## config.mk

```make
export PLATFORM = sky130hd
export DESIGN_NAME = cordic_sine_cosine
export DESIGN_NICKNAME = d
export VERILOG_FILES = /design/src/rtl/core/csc_pkg.sv /design/src/rtl/core/cordic_sine_cosine.sv
export SDC_FILE = /design/constraint.sdc
export NUM_CORES = 2
export LEC_CHECK = 0
export BUFFER_PORTS_ARGS = -buffer_cell sky130_fd_sc_hd__buf_2
export CORE_MARGIN = 3
export CORE_UTILIZATION = 53
export CTS_BUF_LIST = sky130_fd_sc_hd__clkbuf_8
export DETAILED_ROUTE_END_ITERATION = 6
export GPL_ROUTABILITY_DRIVEN = 0
export PLACE_DENSITY = 0.71
export SLEW_MARGIN = 20
export SYNTH_ARGS = -nofsm -noshare
export SYNTH_HDL_FRONTEND = slang
export SYNTH_SLANG_ARGS = --single-unit
```

## constraint.sdc

```tcl
create_clock -name clock -period 84.9 [get_ports clock]
set_input_delay 8.49 -clock clock [delete_from_list [all_inputs] [get_ports clock]]
set_output_delay 8.49 -clock clock [all_outputs]
set_load 0.1 [all_outputs]
```

## src/rtl/core/csc_pkg.sv

```systemverilog
// Shared constants, types and the arctangent table of the CORDIC sine/cosine core.
package csc_pkg;

   // Datapath widths: x/y grow to about 2^31, z stays within +/-2^30.
   localparam int XY_W = 34;
   localparam int Z_W  = 33;
   localparam int OUT_W = 32;

   typedef logic signed [XY_W-1:0]  xy_type;
   typedef logic signed [Z_W-1:0]   z_type;
   typedef logic        [31:0]      phase_type;
   typedef logic signed [OUT_W-1:0] out_type;

   // Octant flags carried along the pipe with each request.
   typedef struct packed {
      logic swap;
      logic neg_cos;
      logic neg_sin;
   } fold_type;

   localparam phase_type HALF_TURN    = 32'h8000_0000;
   localparam phase_type QUARTER_TURN = 32'h4000_0000;
   localparam phase_type EIGHTH_TURN  = 32'h2000_0000;

   localparam xy_type START_GAIN = XY_W'(64'sd1844227466);
   localparam xy_type MAX_MAG    = XY_W'(64'sd2147483647);

   // atan(2^-i) in units of 2^-32 turn.
   function automatic z_type atan_units(input logic [4:0] idx);
      z_type r;
      case (idx)
         5'd0:  r = Z_W'(536870912);
         5'd1:  r = Z_W'(316933406);
         5'd2:  r = Z_W'(167458907);
         5'd3:  r = Z_W'(85004756);
         5'd4:  r = Z_W'(42667331);
         5'd5:  r = Z_W'(21354465);
         5'd6:  r = Z_W'(10679838);
         5'd7:  r = Z_W'(5340245);
         5'd8:  r = Z_W'(2670163);
         5'd9:  r = Z_W'(1335087);
         5'd10: r = Z_W'(667544);
         5'd11: r = Z_W'(333772);
         5'd12: r = Z_W'(166886);
         5'd13: r = Z_W'(83443);
         5'd14: r = Z_W'(41722);
         5'd15: r = Z_W'(20861);
         5'd16: r = Z_W'(10430);
         5'd17: r = Z_W'(5215);
         5'd18: r = Z_W'(2608);
         5'd19: r = Z_W'(1304);
         5'd20: r = Z_W'(652);
         5'd21: r = Z_W'(326);
         5'd22: r = Z_W'(163);
         5'd23: r = Z_W'(81);
         5'd24: r = Z_W'(41);
         5'd25: r = Z_W'(20);
         5'd26: r = Z_W'(10);
         5'd27: r = Z_W'(5);
         5'd28: r = Z_W'(3);
         5'd29: r = Z_W'(1);
         5'd30: r = Z_W'(1);
         default: r = '0;
      endcase
      return r;
   endfunction

endpackage

```

## src/rtl/core/cordic_sine_cosine.sv

```systemverilog
// Pipelined CORDIC sine/cosine generator: binary angle in, cosine and sine out.
//
// One angle request per cycle goes in and one cosine/sine result per cycle
// comes out. The angle (a full turn is 2^ANGLE_BITS) is folded into the
// first octant in the first stage, then each of the TABLE_ENTRIES-1 rotation
// steps has a register stage of its own (one shift-add on x, y and z), and a
// last stage saturates both values to +/-2147483647 and applies the octant
// swap and signs. A request passes the fold, rotation and output registers
// on its way to rsp_*. The whole pipe advances together; it halts only
// while a result sits on the output and rsp_stall is high, and then req_stall
// is raised, so nothing is dropped or repeated. Results come out in request
// order. Reset clears only the valid bits.
module cordic_sine_cosine #(
   parameter int TABLE_ENTRIES = 11,
   parameter int ANGLE_BITS    = 32
) (
   input  logic                          clock,
   input  logic                          reset,
   input  logic                          req_valid,
   output logic                          req_stall,
   input  logic [ANGLE_BITS-1:0]         req_angle,
   output logic                          rsp_valid,
   input  logic                          rsp_stall,
   output logic signed [csc_pkg::OUT_W-1:0] rsp_cos_value,
   output logic signed [csc_pkg::OUT_W-1:0] rsp_sin_value
);
   import csc_pkg::*;

   // Number of rotation stages; stage 0 holds the folded angle.
   localparam int ITERS = TABLE_ENTRIES - 1;

   logic advance;

   // Pipe registers, index k = state after k rotations.
   logic [ITERS:0] valid_ff;
   logic [ITERS:0] valid_in;
   xy_type   x_ff    [0:ITERS];
   xy_type   x_in    [0:ITERS];
   xy_type   y_ff    [0:ITERS];
   xy_type   y_in    [0:ITERS];
   z_type    z_ff    [0:ITERS];
   z_type    z_in    [0:ITERS];
   fold_type fold_ff [0:ITERS];
   fold_type fold_in [0:ITERS];

   logic    rsp_valid_ff, rsp_valid_in;
   out_type rsp_cos_ff, rsp_cos_in;
   out_type rsp_sin_ff, rsp_sin_in;

   // The pipe moves unless a finished result is being held back.
   assign advance   = !(rsp_valid_ff && rsp_stall);
   assign req_stall = !advance;

   // ---------------- Stage 0: octant fold ----------------
   phase_type u0, u1, u2, phase;
   logic      past_half, past_quarter, upper_octant;

   always_comb begin
      u0           = 32'(req_angle) << (32 - ANGLE_BITS);
      past_half    = u0 > HALF_TURN;
      u1           = past_half ? (u0 - HALF_TURN) : u0;
      past_quarter = u1 > QUARTER_TURN;
      u2           = past_quarter ? (HALF_TURN - u1) : u1;
      upper_octant = u2 > EIGHTH_TURN;
      phase        = upper_octant ? (QUARTER_TURN - u2) : u2;

      valid_in[0]        = req_valid;
      x_in[0]            = START_GAIN;
      y_in[0]            = '0;
      z_in[0]            = {1'b0, phase};
      fold_in[0].swap    = upper_octant;
      fold_in[0].neg_cos = past_half ^ past_quarter;
      fold_in[0].neg_sin = past_half;
   end

   // ---------------- Rotation stages ----------------
   for (genvar k = 1; k <= ITERS; k++) begin : g_rot
      xy_type xs, ys;
      logic   ccw;
      always_comb begin
         xs  = x_ff[k-1] >>> k;
         ys  = y_ff[k-1] >>> k;
         // a residual of zero counts as not positive and rotates clockwise
         ccw = !z_ff[k-1][Z_W-1] && (z_ff[k-1] != '0);
         valid_in[k] = valid_ff[k-1];
         fold_in[k]  = fold_ff[k-1];
         if (ccw) begin
            z_in[k] = z_ff[k-1] - atan_units(5'(k));
            x_in[k] = x_ff[k-1] - ys;
            y_in[k] = y_ff[k-1] + xs;
         end else begin
            z_in[k] = z_ff[k-1] + atan_units(5'(k));
            x_in[k] = x_ff[k-1] + ys;
            y_in[k] = y_ff[k-1] - xs;
         end
      end
   end

   always_ff @(posedge clock) begin
      if (reset) begin
         valid_ff <= '0;
      end else if (advance) begin
         valid_ff <= valid_in;
      end
   end

   always_ff @(posedge clock) begin
      if (advance) begin
         x_ff    <= x_in;
         y_ff    <= y_in;
         z_ff    <= z_in;
         fold_ff <= fold_in;
      end
   end

   // ---------------- Output stage: saturate, swap, sign ----------------
   function automatic out_type clamp_mag(input xy_type v);
      out_type r;
      if (v > MAX_MAG) begin
         r = OUT_W'(MAX_MAG);
      end else if (v < -MAX_MAG) begin
         r = -OUT_W'(MAX_MAG);
      end else begin
         r = OUT_W'(v);
      end
      return r;
   endfunction

   out_type cx, cy, cos_pre, sin_pre;

   always_comb begin
      cx      = clamp_mag(x_ff[ITERS]);
      cy      = clamp_mag(y_ff[ITERS]);
      cos_pre = fold_ff[ITERS].swap ? cy : cx;
      sin_pre = fold_ff[ITERS].swap ? cx : cy;
      rsp_valid_in = valid_ff[ITERS];
      rsp_cos_in   = fold_ff[ITERS].neg_cos ? -cos_pre : cos_pre;
      rsp_sin_in   = fold_ff[ITERS].neg_sin ? -sin_pre : sin_pre;
   end

   always_ff @(posedge clock) begin
      if (reset) begin
         rsp_valid_ff <= 1'b0;
      end else if (advance) begin
         rsp_valid_ff <= rsp_valid_in;
      end
   end

   always_ff @(posedge clock) begin
      if (advance) begin
         rsp_cos_ff <= rsp_cos_in;
         rsp_sin_ff <= rsp_sin_in;
      end
   end

   assign rsp_valid     = rsp_valid_ff;
   assign rsp_cos_value = rsp_cos_ff;
   assign rsp_sin_value = rsp_sin_ff;

`ifndef SYNTHESIS
   // saturation happens before negation, so -2^31 never shows up
   a_no_min_value: assert property (@(posedge clock) disable iff (reset)
      rsp_valid |-> (rsp_cos_value != {1'b1, {(OUT_W-1){1'b0}}}) &&
                    (rsp_sin_value != {1'b1, {(OUT_W-1){1'b0}}}))
      else $error("result hit -2^31");

   // folded angle never leaves the first octant
   a_fold_range: assert property (@(posedge clock) disable iff (reset)
      valid_ff[0] |-> (z_ff[0] <= Z_W'(EIGHTH_TURN)))
      else $error("fold stage angle outside first octant");

   // a held result freezes the valid bit of every fold and rotation stage
   a_pipe_frozen: assert property (@(posedge clock) disable iff (reset)
      (rsp_valid && rsp_stall) |=> $stable(valid_ff))
      else $error("pipe moved while output held");

   // back-pressure only when a result is waiting
   a_stall_cause: assert property (@(posedge clock) disable iff (reset)
      req_stall |-> rsp_valid)
      else $error("request stalled with empty output");
`endif

endmodule

```

==> results.sh <==
export IMPL_first_pass_iters=7
export IMPL_max_freq_mhz=54.6
export IMPL_dpl_hpwl_um=150000
export IMPL_cp_required_ns=76.41
export IMPL_vias=64300
export IMPL_end_kind="primary output"
export IMPL_grtUsageMet2=0.424
export IMPL_outcome="finished, final reports clean"
export IMPL_ff2ff_setup_slack_ns=78.27
export IMPL_grt_max_degree=182
export IMPL_antenna_found_initial=1
export IMPL_drive_gt1_frac=0.0594
export IMPL_grt_pass1_vias=63200
export IMPL_grt_met3_usage=0.0289
export IMPL_top_usage_layer="met2"
export IMPL_avgSynthCellArea_um2=9.70
export IMPL_postRouteAntennaNets=0
export IMPL_clkLatencyLatePin_ns=0.91
export IMPL_async_flop_share=0
export IMPL_grt_overflow=0
export IMPL_drc_errors=0
export IMPL_hold_viol=0
export IMPL_cp_max_fo=53
export IMPL_path_cells="buf_2, nand2_4, inv_1, buf_2"
export IMPL_area_growth_pct=8.33
export IMPL_nets=9598
export IMPL_fp_dieH_um=401
export IMPL_ctsHoldBuffers=0
export IMPL_wl_um=191000
export IMPL_cts_root_buf="clkbuf_8"
export IMPL_finalMaxSlewViolations=0
export IMPL_cp_common_cell="buf_2"
export IMPL_floorplan_initialDensity=0.535
export IMPL_cap_violations=0
export IMPL_period_needed_ns=18.31
export IMPL_start_kind="input pin"
export IMPL_cts_made_buffers=176
export IMPL_cts_setup_buffers=0
export IMPL_cts_tree="done"
export IMPL_netlist_instances=8526
export IMPL_synth_area_mm2=0.0827
export IMPL_synth_edff_count=1018
export IMPL_grt_util_met1=0.259
export IMPL_fin_skew_ns=0.0602
export IMPL_drt_iter0_drc=3768
export IMPL_num_io_pins=102
export IMPL_synth_cell_types=94
export IMPL_clk_pin_slew_worst_paths_ns=0.06
export IMPL_period_share=0.216
export IMPL_core_mm2=0.155
export IMPL_grt_pass1_wl_um=310000
export IMPL_worst_setup_path_type="input pin to primary output"
export IMPL_wire_per_inst_um=17.5
export IMPL_critical_path_arrival_ns=9.82
export IMPL_grt_usage=0.231
export IMPL_yosysWarnings=0
export IMPL_rows=144
export IMPL_tightest_slew_ns=1.12
export IMPL_cts_repair_resized=0
export IMPL_ys_ff_latch=1030
export IMPL_rsz0062_at_grt="false"
export IMPL_die_x_um=401
export IMPL_viasPerCell=5.90
export IMPL_cts_htree_levels=4
export IMPL_hp_class="flip-flop to flip-flop"
export IMPL_synth_seq_area_share=0.373
export IMPL_critPathBufInv=3
export IMPL_final_util=0.579
export IMPL_cts_sinks=1030
export IMPL_timing_hold_ws_ns=0.417
export IMPL_setup_tns_ns=0
export IMPL_port_buffers=101
export IMPL_relSlewSlack=0.236
export IMPL_synthFlopType="edfxtp_1"
export IMPL_slowest_delay_ns=0.50
export IMPL_slowest_stage="buf_2"
export IMPL_cp_top_family="buffers and inverters"
export IMPL_cts_buffer_depth=3
export IMPL_die_area_mm2=0.161
export IMPL_setup_viol=0
per-stage QoR:
step	instances	cell area, µm²	setup slack (ns)
after floorplan	8527	82700	47.00
after global placement	10600	85500	66.57
after detailed placement	10600	85500	66.55
after CTS	10900	89500	66.55
after global routing	10900	89600	66.43
final	10900	89600	66.59
cell families (layout without fill, tap and decap cells):
family                   count (synthesis)  in the layout  share of synthesized area
adder cells (fa/ha/maj)                862            862                      0.133
XOR/XNOR                              1264           1264                      0.134
AND/OR/NAND/NOR                       2337           2337                      0.140
buffers and inverters                  529            847                     0.0244
multiplexers                            62             62                    0.00778
flip-flops                            1030           1030                      0.373
other                                    1              4                  0.0000454
AO/OA/AOI/OAI                         2441           2441                      0.188
worst paths after layout:
check	to	depth (start not counted)	startpoint
worst max-delay path	req_stall	4	rsp_stall
worst min-delay path	fold_ff[7]$_DFFE_PN_	0	fold_ff[10]$_DFFE_PN_
worst max register to register	g_rot[10].xs[23]$_DFFE_PN_	22	z_ff[66]$_DFFE_PN_
worst min register to register	fold_ff[7]$_DFFE_PN_	0	fold_ff[10]$_DFFE_PN_
routing by layer:
layer | vias to the layer above | part of all wire | wire length [µm]
li1 | 32200 | - | -
met1 | 29800 | 0.40 | 76400
met2 | 1714 | 0.50 | 96100
met3 | 647 | 0.037 | 7140
met4 | 0 | 0.057 | 10900
met5 | - | 0 | 0
synth_stat cells, drive strengths merged (23+ instances only):
cell type	instances	area, µm²
a211oi	59	443
a21boi	46	345
a21o	320	2400
a21oi	773	3870
a221oi	29	260
a31oi	65	407
and2	48	305
and3	74	463
buf	23	114
clkbuf	122	458
edfxtp	1018	30600
fa	29	581
ha	833	10400
inv	380	1430
mux2i	47	470
nand2	537	2020
nand2b	118	738
nand3	149	746
nand3b	24	180
nand4	62	388
nor2	606	2270
nor2b	117	732
nor3	202	1010
nor4	148	941
o211ai	32	240
o21a	118	886
o21ai	479	2400
o21bai	104	781
o22ai	30	188
o31ai	124	931
o41ai	62	543
or2	66	413
or3	88	551
or4	45	338
xnor2	864	7570
xor2	400	3500
area by class of cell:
| class | instances | area, µm² |
|---|---|---|
| Fill cell | 13300 | 65000 |
| Sequential cell | 1030 | 30800 |
| Antenna cell | 2 | 5.00 |
| Clock buffer | 180 | 2480 |
| Multi-Input combinational cell | 6968 | 49900 |
| Tap cell | 2044 | 2560 |
| Clock inverter | 143 | 1490 |
| Timing Repair Buffer | 140 | 863 |
| Inverter | 384 | 1440 |
cell usage in the layout, fill, tap and decap left out, drive strengths merged, types with 320 or more instances in the layout:
cell type  synthesis  final
nor2             606    606
xor2             400    400
edfxtp          1018   1018
a21o             320    320
inv              380    417
o21ai            479    479
nand2            537    537
ha               833    833
a21oi            773    773
xnor2            864    864
state kept, by name, summed over array words and instances (netlist names):
signal	count
fold_ff	33
g_rot.xs	200
g_rot.ys	222
rsp_cos_value	32
rsp_sin_value	32
rsp_valid	1
valid_ff	11
x_ff	86
y_ff	84
z_ff	329
Power is left out: the tool's default activity adds up to more than one toggle a clock period on the data nets, which glitch-free logic cannot reach.
